File: src/hw/rtl/mlfe_pkg.sv
// Shared types and constants of the monochrome framebuffer engine.
// Holds display geometry, LCD frame codes, the controller state type and
// the command and status structs between controller and datapath.
package mlfe_pkg;

    localparam int DISP_W      = 128;
    localparam int DISP_H      = 64;
    localparam int ROW_BYTES   = DISP_W / 8;
    localparam int STORE_BYTES = ROW_BYTES * DISP_H;
    localparam int ADDR_W      = $clog2(STORE_BYTES);
    localparam int COL_W       = $clog2(ROW_BYTES);
    localparam int ROW_W       = $clog2(DISP_H);
    localparam int XPOS_W      = $clog2(DISP_W);
    localparam int HALF_W      = ROW_W - 1;

    localparam logic signed [11:0] X_LIMIT = 12'(DISP_W);
    localparam logic signed [11:0] Y_LIMIT = 12'(DISP_H);

    localparam logic [7:0] SYNC_CMD     = 8'hF8;
    localparam logic [7:0] SYNC_DATA    = 8'hFA;
    localparam logic [7:0] CMD_SET_ADDR = 8'h80;

    localparam logic [2:0] INIT_LAST_IDX = 3'd6;

    typedef enum logic [1:0] {
        FUNC_DRAW    = 2'd0,
        FUNC_FILL    = 2'd1,
        FUNC_REFRESH = 2'd2,
        FUNC_INIT    = 2'd3
    } t_func;

    typedef enum logic [2:0] {
        ST_CLEAR,
        ST_IDLE,
        ST_SETUP,
        ST_FILL_RD,
        ST_FILL_WR,
        ST_REF_HDR,
        ST_REF_DATA,
        ST_INIT
    } t_state;

    typedef enum logic [1:0] {
        OSRC_ROW_ADDR,
        OSRC_COL_ADDR,
        OSRC_DATA,
        OSRC_INIT
    } t_osrc;

    typedef struct packed {
        logic  capture;
        logic  setup;
        logic  clr_step;
        logic  fill_rd;
        logic  fill_wr;
        logic  fill_next;
        logic  ref_rd;
        logic  out_load;
        t_osrc out_src;
        logic  out_release;
        logic  out_last;
    } t_dp_cmd;

    typedef struct packed {
        t_func func;
        logic  clr_done;
        logic  fill_empty;
        logic  fill_done;
        logic  ref_ok;
        logic  out_free;
        logic  hdr_last;
        logic  init_last;
        logic  data_last;
    } t_dp_sts;

    // Mode command sequence sent by the init operation.
    function automatic logic [7:0] init_byte(input logic [2:0] idx);
        logic [7:0] v;
        unique case (idx)
            3'd0:    v = 8'h30;
            3'd1:    v = 8'h30;
            3'd2:    v = 8'h01;
            3'd3:    v = 8'h06;
            3'd4:    v = 8'h0C;
            3'd5:    v = 8'h34;
            3'd6:    v = 8'h36;
            default: v = 8'h00;
        endcase
        return v;
    endfunction

endpackage

File: src/hw/rtl/mlfe_ctrl.sv
// Controller of the framebuffer engine: sequences clearing, fills, refresh
// and init through commands to the datapath. Depends on mlfe_pkg.
module mlfe_ctrl (
    input  logic             i_clk,
    input  logic             i_rst_n,
    input  logic             i_in_valid,
    output logic             o_in_ready,
    input  mlfe_pkg::t_dp_sts i_sts,
    output mlfe_pkg::t_dp_cmd o_cmd
);
    import mlfe_pkg::*;

    t_state r_state;
    t_state n_state;

    always_ff @(posedge i_clk) begin
        if (!i_rst_n) begin
            r_state <= ST_CLEAR;
        end else begin
            r_state <= n_state;
        end
    end

    always_comb begin
        n_state = r_state;
        unique case (r_state)
            ST_CLEAR: begin
                if (i_sts.clr_done) n_state = ST_IDLE;
            end
            ST_IDLE: begin
                if (i_in_valid) n_state = ST_SETUP;
            end
            ST_SETUP: begin
                unique case (i_sts.func)
                    FUNC_DRAW, FUNC_FILL: begin
                        n_state = i_sts.fill_empty ? ST_IDLE : ST_FILL_RD;
                    end
                    FUNC_REFRESH: begin
                        n_state = i_sts.ref_ok ? ST_REF_HDR : ST_IDLE;
                    end
                    FUNC_INIT: begin
                        n_state = ST_INIT;
                    end
                endcase
            end
            ST_FILL_RD: begin
                n_state = ST_FILL_WR;
            end
            ST_FILL_WR: begin
                n_state = i_sts.fill_done ? ST_IDLE : ST_FILL_RD;
            end
            ST_REF_HDR: begin
                if (i_sts.out_free && i_sts.hdr_last) n_state = ST_REF_DATA;
            end
            ST_REF_DATA: begin
                if (i_sts.out_free && i_sts.data_last) n_state = ST_IDLE;
            end
            ST_INIT: begin
                if (i_sts.out_free && i_sts.init_last) n_state = ST_IDLE;
            end
            default: n_state = ST_IDLE;
        endcase
    end

    always_comb begin
        o_cmd      = '0;
        o_in_ready = 1'b0;
        unique case (r_state)
            ST_CLEAR: begin
                o_cmd.clr_step = 1'b1;
            end
            ST_IDLE: begin
                o_in_ready    = 1'b1;
                o_cmd.capture = i_in_valid;
            end
            ST_SETUP: begin
                o_cmd.setup = 1'b1;
            end
            ST_FILL_RD: begin
                o_cmd.fill_rd = 1'b1;
            end
            ST_FILL_WR: begin
                o_cmd.fill_wr   = 1'b1;
                o_cmd.fill_next = !i_sts.fill_done;
            end
            ST_REF_HDR: begin
                o_cmd.out_load    = i_sts.out_free;
                o_cmd.out_src     = i_sts.hdr_last ? OSRC_COL_ADDR : OSRC_ROW_ADDR;
                o_cmd.out_release = 1'b1;
                // The first store read goes out together with the second command.
                o_cmd.ref_rd      = i_sts.out_free && i_sts.hdr_last;
            end
            ST_REF_DATA: begin
                o_cmd.out_load    = i_sts.out_free;
                o_cmd.out_src     = OSRC_DATA;
                o_cmd.out_release = i_sts.data_last;
                o_cmd.out_last    = i_sts.data_last;
                o_cmd.ref_rd      = i_sts.out_free && !i_sts.data_last;
            end
            ST_INIT: begin
                o_cmd.out_load    = i_sts.out_free;
                o_cmd.out_src     = OSRC_INIT;
                o_cmd.out_release = 1'b1;
                o_cmd.out_last    = i_sts.init_last;
            end
            default: begin
                o_cmd = '0;
            end
        endcase
    end

endmodule

File: config.mk
export PLATFORM = sky130hd
export DESIGN_NAME = mlfe_ctrl
export DESIGN_NICKNAME = d
export VERILOG_FILES = /design/src/hw/rtl/mlfe_pkg.sv /design/src/hw/rtl/mlfe_ctrl.sv
export SDC_FILE = /design/constraint.sdc
export NUM_CORES = 1
export LEC_CHECK = 0
export BUFFER_PORTS_ARGS = -buffer_cell sky130_fd_sc_hd__buf_2
export CORE_AREA = 2 2 39 41
export CTS_CLUSTER_SIZE = 12
export DETAILED_ROUTE_END_ITERATION = 8
export DIE_AREA = 0 0 41 43
export GPL_ROUTABILITY_DRIVEN = 0
export PLACE_DENSITY = 0.72
export SLEW_MARGIN = 0
export SYNTH_ARGS = -nofsm -noshare
export SYNTH_HDL_FRONTEND = slang
export SYNTH_SLANG_ARGS = --single-unit
File: constraint.sdc
create_clock -name i_clk -period 1.1 [get_ports i_clk]
set_input_delay 0.055 -clock i_clk [delete_from_list [all_inputs] [get_ports i_clk]]
set_output_delay 0.055 -clock i_clk [all_outputs]
set_load 0.005 [all_outputs]
==> out/qor.txt, run 1 <==
Antenna diodes -> 0
Layout cell share with drive strength beyond 1 -> 0.670
Clock skew -> 9.10 ps
Initial antenna violation count -> 0
Critical path class -> reg -> out
Die height -> 43 microns
Terminus of the critical flop-to-flop path -> r_state[1]
Starting Density -> 0.288
FF+latch count, synth -> 3
Gate Count Post-Synth -> 54
Synth top area cells -> dfxtp_1 15%, mux2i_1 10%, nand2_1 6.6%
RSZ-0062 raised after global routing -> yes
Mapped Nets -> 67
DRT iter0 DRCs -> 12
R2r setup slk -> -150 ps
Grt ovf -> 0
Fin cells -> 113
Max reg flops -> 3
Number of instances in the placed design -> 103
Depth of the worst hold-timing path -> 3
CP Launch Type -> register
Period utilization -> 1.15
Final setup fails -> 15
Failing checks -> negative setup slack
Leakage power -> 0.391 nW
Peak supply drop -> 1010 uV
Area leader, netlist -> dfxtp_1
First-pass GRT wire length -> 1970 microns
Vias -> 555
Reg with most FFs -> r_state
Maximum Capacitance Violations -> 0
Worst slew margin -> 0.829
Yosys cell types -> 27
Worst r2r src -> r_state[0]
DR WL/cell -> 12.2 microns
Met2 WL -> 746 microns
Tmin final -> 1270 ps
CTS tree -> built
Final wirelength -> 1380 microns
Post-Place Cell Area -> 601 sq um
Worst-path clk slew -> 40 ps
# port buffers -> 25
IO Count -> 26
Final non-filler cell area -> 788 sq um
Mapped cell area -> 398 sq um
Fin. Hold Viols -> 0
Antenna-violating nets left -> 0
Deepest clock path buffer count -> 2
Worst Tran Pin Value -> 256 ps
Root Buffer Master -> clkbuf_4
Cells on worst reg2reg path -> 5
Die area -> 1760 sq um
Max Clk Rate -> 0.790 GHz
Met3 wire len -> 82 microns
Hold Path Class -> in -> reg
Wl on met1 -> 533 microns
Global Route Usage Sum -> 0.160
Hold endpoint -> r_state[2]
Max-slew violations -> 0
Vias/cell -> 4.91
DRC violations left -> 0
Power per cell area -> 2680 nW/um^2
Post-DP HPWL -> 913 microns
Final Net Count -> 111
CTS buffer count -> 3
Worst-skew pair later-pin latency -> 240 ps
Crit. End Element -> primary output
Final hold slack -> 68.2 ps
Core Region -> 1380 sq um
DR top layer -> met4
Count of yosys warnings during synthesis -> 0
Hold_sp -> i_rst_n
Worst Path Required -> 1040 ps
Depth of the CTS H-tree -> 1
Worst EP arrival -> 1210 ps
Largest registers -> r_state x3
CP Launch Point -> r_state[1]
Pin count of the biggest net entering global routing -> 10
Setup ws final -> -166 ps
Clk sinks -> 3
Yosys top cell area share -> 0.151
Syn-to-layout area delta -> 98.1%
Register area share after synthesis -> 0.151
Avg Inst Size Synth -> 7.37 sq um
DR pass1 iterations -> 4
Status -> finished, violations left
Vias in the first global route -> 479
Cell Rows -> 14
Critical Path Fanout Max -> 6
Die X -> 41 microns
placed cells by master, fill, tap and decap left out, drive strengths merged, types with 2 or more instances in the layout:
cell / count
nand2b: 2
clkbuf: 4
a21oi: 7
o21ai: 2
nor3: 4
dfxtp: 3
inv: 3
mux2i: 4
nand2: 7
nor2: 4
and3: 2
buf: 43
cell type report:
cell class / instances / area, sq um
Clock buffer: 4 / 26.3
Tap cell: 16 / 20.0
Timing Repair Buffer: 43 / 304
Fill cell: 139 / 596
Multi-Input combinational cell: 44 / 355
Sequential cell: 3 / 68.8
Inverter: 3 / 13.8
kinds of logic after synthesis:
logic type / Yosys count / share of synthesized area
AO/OA/AOI/OAI: 15 / 0.261
multiplexers: 5 / 0.138
flip-flops: 3 / 0.151
buffers and inverters: 7 / 0.113
AND/OR/NAND/NOR: 23 / 0.314
XOR/XNOR: 1 / 0.0220
synthesized netlist by cell type, drive strengths merged:
library cell / instances
nand2: 7
o211a: 1
mux2: 1
nor2: 4
buf: 4
a32o: 1
nor2b: 1
a31o: 1
nand2b: 2
xnor2: 1
dfxtp: 3
nor4b: 1
nand3: 1
o21ai: 2
inv: 3
nor3: 4
a211o: 1
nor3b: 1
a31oi: 1
o211ai: 1
mux2i: 4
and3: 2
a21oi: 7
metal layers:
layer,GRT usage,vias to the layer above
met5,0,-
met2,0.269,20
met4,0.0200,0
met1,0.188,250
met3,0.0628,2
li1,-,283
power by group:
part	switching, mW	internal [mW]	leakage [nW]
clock	0.0710	0.137	0.0150
combinational	0.707	0.921	0.350
sequential	0.0907	0.186	0.0264
critical path, stage by stage, from the launching register on:
cell     delay, ps
dfxtp_4        370
inv_1          130
nor3_2         210
a21oi_2         40
nor2_1          90
buf_2          110
stage by stage:
step / TNS [ps] / utilization / setup slack [ps] / power (mW)
floorplan: -39.5 / - / -39.5 / 0.948
global placement: -189 / 0.434 / -74.0 / 1.33
detailed placement: -232 / 0.434 / -95.4 / 1.35
CTS: -1460 / 0.518 / -165 / 1.86
global route: -2550 / 0.570 / -247 / 2.29
finish: -1570 / 0.570 / -166 / 2.11
how the worst max path moves through the flow:
stage / slack [ps] / end
after detailed placement: -100 / r_state[1]
final: -170 / o_cmd[5]
after global routing: -250 / o_cmd[0]
after CTS: -160 / o_cmd[5]
after global placement: -70 / r_state[1]
after floorplan: -40 / r_state[1]
repair_timing:
action / CTS / global route
hold buffers: 0 / 0
pin swaps: 7 / 9
gates resized for setup: 15 / 14
setup buffers: 5 / 1
cloned: 0 / 0
setup endpoints to repair: 15 / 15
Power figures use the tool's default switching activity.
==> inputs of run 2 (changes only) <==
==> constraint.sdc (replaced) <==
create_clock -name i_clk -period 1.1 [get_ports i_clk]
set_input_delay 0.165 -clock i_clk [delete_from_list [all_inputs] [get_ports i_clk]]
set_output_delay 0.165 -clock i_clk [all_outputs]
set_load 0.005 [all_outputs]
==> out/qor.txt, run 2 (synthesized netlist as in run 1, its figures left out) <==
DR pass1 iterations -> 4
Global Route Usage Sum -> 0.194
Status -> finished, violations left
Pin count of the biggest net entering global routing -> 7
Final non-filler cell area -> 821 sq um
Syn-to-layout area delta -> 106%
Clock skew -> 3.87 ps
# port buffers -> 25
Max-slew violations -> 0
Slowest CP cell -> dfxtp_4
CP Launch Type -> register
Top Family by Delay on Critical Path -> buffers and inverters
Worst slew margin -> 0.852
Final Net Count -> 113
Worst-skew pair later-pin latency -> 240 ps
Final wirelength -> 1460 microns
Critical path class -> reg -> out
Period utilization -> 1.23
Max reg flops -> 3
Post-DP HPWL -> 945 microns
DRC violations left -> 0
Total power -> 2.18 mW
CTS buffer count -> 3
Worst Path Required -> 940 ps
IO Count -> 26
DR WL/cell -> 12.7 microns
Leakage power -> 0.397 nW
CP bufs+invs -> 4
Max Clk Rate -> 0.738 GHz
Critical Path Fanout Max -> 6
Worst Tran Pin Value -> 221 ps
Peak supply drop -> 1300 uV
Crit path cell chain -> buf_6 > inv_8 > buf_4 > a21oi_2 > buf_2
Largest registers -> r_state x3
DRT iter0 DRCs -> 5
Cell Rows -> 14
Die height -> 43 microns
Final hold slack -> 184 ps
Root Buffer Master -> clkbuf_4
Final setup fails -> 16
Die X -> 41 microns
Antenna-violating nets left -> 0
Maximum Capacitance Violations -> 0
Deepest clock path buffer count -> 2
Tmin final -> 1350 ps
# hold bufs at CTS -> 0
Utilization after layout -> 0.593
Setup ws final -> -254 ps
Clk sinks -> 3
CTS tree -> built
Hold Path Class -> in -> reg
Layout cell share with drive strength beyond 1 -> 0.727
First-pass GRT wire length -> 2360 microns
Initial antenna violation count -> 0
GRT busiest layer -> met2
Grt ovf -> 0
Vias -> 567
Vias/cell -> 4.93
Starting Density -> 0.288
Core Region -> 1380 sq um
Layout fillers -> 132
Vias in the first global route -> 540
Reg with most FFs -> r_state
Depth of the CTS H-tree -> 1
Number of instances in the placed design -> 105
Worst-path clk slew -> 40 ps
GR met1 Demand/Resource -> 0.248
Met2 Use GR -> 0.294
Post-Place Cell Area -> 618 sq um
Antenna diodes -> 0
Power per cell area -> 2650 nW/um^2
Fin. Hold Viols -> 0
RSZ-0062 raised after global routing -> yes
Worst EP arrival -> 1190 ps
Crit. End Element -> primary output
Die area -> 1760 sq um
Fin cells -> 115
Critical path's largest stage delay -> 380 ps
Most frequent cells in the layout -> 24 x buf_2, 13 x buf_4, 8 x buf_6, 5 x a21oi_2, 5 x nand2_1
Most common cell after layout, fill and taps aside -> buf_2
Failing checks -> negative setup slack
Met3 GRT Util -> 0.0524
==> run 2: changes by cell type in the layout (fill, tap and decap cells not counted), moves of 2 or more <==
cell / delta
inv_1: -2
buf_4: +4
nand2_2: +2
inv_2: +2
nand2_1: -2
==> run 2: final cells by class <==
type / instances / area, sq um / area share
inverter: 3 / 18.8 / 0.0229
timing repair buffer: 45 / 308 / 0.375
multi-input combinational: 44 / 377 / 0.459
tap: 16 / 20.0 / 0.0244
sequential: 3 / 71.3 / 0.0869
clock buffer: 4 / 26.3 / 0.0320
==> run 2: power breakdown <==
part           internal [mW]  leakage [nW]  switching, mW  total [mW]
Clock                  0.136        0.0150         0.0620       0.198
Sequential             0.193        0.0267          0.115       0.308
Combinational          0.934         0.355          0.738        1.67
==> run 2: metrics by stage <==
stage	setup TNS (ps)	setup WS (ps)
CTS	-2350	-220
detailed placement	-386	-131
floorplan	-41.2	-39.5
global route	-3540	-323
finish	-2540	-254
global placement	-228	-67.9
==> run 2: final timing paths <==
path              start    endpoint  cells past startpoint  slack (ps)
max          r_state[0]    o_cmd[4]                      5        -250
min             i_rst_n  r_state[2]                      3         180
max reg2reg  r_state[0]  r_state[1]                      5        -220
min reg2reg  r_state[2]  r_state[0]                      3         630
==> run 2: worst reg2reg max path, delay by kind of cell (launching register included) <==
kind                   cells  cell delay [ps]
buffers and inverters      1              150
multiplexers               2              380
AO/OA/AOI/OAI              2              360
flip-flops                 1              360
==> run 2: repair_timing <==
item                       4_1_cts  5_1_grt
setup endpoints to repair       16       16
pin swaps                        8        3
gates resized for setup         24       11
buffers inserted                 5        1
==> run 2: per-layer routing <==
layer / share of wire / wire length [microns]
met1: 0.41 / 601
met2: 0.51 / 748
met3: 0.053 / 78
met4: 0.020 / 29
met5: 0 / 0
==> inputs of run 3 (changes only) <==
TNS_END_PERCENT = 50   (was unset)
==> out/qor.txt, run 3 (synthesized netlist as in run 1, its figures left out) <==
Cell Rows -> 14
Slowest CP cell -> dfxtp_4
Hold endpoint -> r_state[2]
Crit path cell chain -> buf_6 > nor4b_4 > buf_2
Largest registers -> r_state x3
Critical Path Fanout Max -> 6
Final setup fails -> 16
Clk sinks -> 3
Core Region -> 1380 sq um
Worst slew margin -> 0.844
Reg with most FFs -> r_state
Most common cell after layout, fill and taps aside -> buf_2
DR pass1 iterations -> 4
Antenna diodes -> 0
R2r setup slk -> -190 ps
Initial antenna violation count -> 0
Worst Path Required -> 940 ps
Clock power frac -> 0.100
Syn-to-layout area delta -> 95.6%
Switching power -> 0.862 mW
Utilization after layout -> 0.562
CTS buffer count -> 3
Worst Tran Pin Value -> 233 ps
Die X -> 41 microns
Hold Path Class -> in -> reg
Maximum Capacitance Violations -> 0
Critical path's largest stage delay -> 360 ps
Final wirelength -> 1510 microns
Period utilization -> 1.22
Power per cell area -> 2650 nW/um^2
Cells on worst reg2reg path -> 5
Peak supply drop -> 1000 uV
Vias/cell -> 5.21
Layout fillers -> 140
Hold_sp -> i_rst_n
DRT iter0 DRCs -> 15
# hold bufs at CTS -> 0
RSZ-0062 raised after global routing -> yes
First-pass GRT wire length -> 2270 microns
Critical path class -> reg -> out
Status -> finished, violations left
Max-slew violations -> 0
Vias in the first global route -> 577
Worst-skew pair later-pin latency -> 250 ps
Depth of the CTS H-tree -> 1
Depth of the worst hold-timing path -> 3
Root Buffer Master -> clkbuf_4
Final hold slack -> 187 ps
Antenna-violating nets left -> 0
Final non-filler cell area -> 778 sq um
Grt ovf -> 0
Cell Int Power -> 1.20 mW
Clock skew -> 8.28 ps
Worst EP arrival -> 1170 ps
Pin count of the biggest net entering global routing -> 10
Worst r2r src -> r_state[0]
CTS tree -> built
Number of instances in the placed design -> 106
Vias -> 604
Die area -> 1760 sq um
# port buffers -> 25
Terminus of the critical flop-to-flop path -> r_state[1]
Deepest clock path buffer count -> 2
Sw Share -> 0.418
Leakage power -> 0.405 nW
IO Count -> 26
Reg power frac -> 0.138
Starting Density -> 0.288
Tmin final -> 1340 ps
Die height -> 43 microns
Fin cells -> 116
Crit. End Element -> primary output
Max Clk Rate -> 0.747 GHz
Total power -> 2.06 mW
Max reg flops -> 3
Worst-path clk slew -> 40 ps
Setup ws final -> -238 ps
Most frequent cells in the layout -> 25 x buf_2, 16 x buf_4, 7 x nand2_1, 5 x a21oi_2, 5 x buf_6
Fin. Hold Viols -> 0
Failing checks -> negative setup slack
DRC violations left -> 0
Layout cell share with drive strength beyond 1 -> 0.670
CP Launch Type -> register
Post-Place Cell Area -> 623 sq um
Final Net Count -> 114
Post-DP HPWL -> 955 microns
Global Route Usage Sum -> 0.195
Comb power frac -> 0.762
DR WL/cell -> 13.0 microns
==> run 3: cell count changes in the layout (fill, tap and decap cells not counted), moves of 2 or more <==
cell,change
buf_4,+3
buf_6,-3
inv_1,+2
inv_2,-2
nand2_1,+2
nand2_2,-2
==> run 3: worst max-delay path by stage <==
stage	from	to	slack, ps	depth (start not counted)
3_3_place_gp	r_state[0]	r_state[1]	-100	5
6_report	r_state[1]	o_cmd[6]	-240	3
3_5_place_dp	r_state[1]	r_state[1]	-170	5
5_1_grt	r_state[0]	o_cmd[5]	-300	5
4_1_cts	r_state[1]	o_cmd[6]	-230	3
2_1_floorplan	r_state[0]	r_state[1]	-40	5
==> run 3: metrics by stage <==
stage                     setup TNS (ps)  setup WS, ps
after detailed placement            -800          -166
after global placement              -373         -97.4
after floorplan                    -72.7         -39.5
final                              -2380          -238
after CTS                          -2350          -227
after global routing               -3350          -296
==> run 3: final cells by class <==
| type | instances | area [sq um] | area share |
|---|---|---|---|
| multi-input cells | 44 | 348 | 0.447 |
| repair buffers | 46 | 302 | 0.387 |
| flip-flops and latches | 3 | 68.8 | 0.0884 |
| clock buffers | 4 | 26.3 | 0.0338 |
| well taps | 16 | 20.0 | 0.0257 |
| inverters | 3 | 13.8 | 0.0177 |
==> run 3: metal layers <==
metal	global-route usage	up-vias	wire length, microns
met4	0.140	0	76
met5	0	-	0
met3	0.0157	10	72
met1	0.210	276	571
met2	0.328	30	791
li1	-	288	-
==> run 3: power groups by stage <==
stage | combinational, mW | clock, mW | sequential, mW
2_1_floorplan | 0.744 | 0 | 0.204
3_3_place_gp | 1.13 | 0 | 0.264
3_5_place_dp | 1.16 | 0 | 0.270
4_1_cts | 1.45 | 0.213 | 0.281
5_1_grt | 1.71 | 0.225 | 0.297
6_report | 1.57 | 0.206 | 0.286
==> run 3: repair_timing <==
action | in CTS | in global routing
setup endpoints to repair | 16 | 16
resized for setup | 20 | 3
pin swaps | 4 | 4
setup buffers | 4 | 2
==> run 3: critical path, delay by kind of cell, from the launching register on <==
kind / cells / cell delay (ps)
buffers and inverters: 2 / 290
flip-flops: 1 / 360
AND/OR/NAND/NOR: 1 / 280
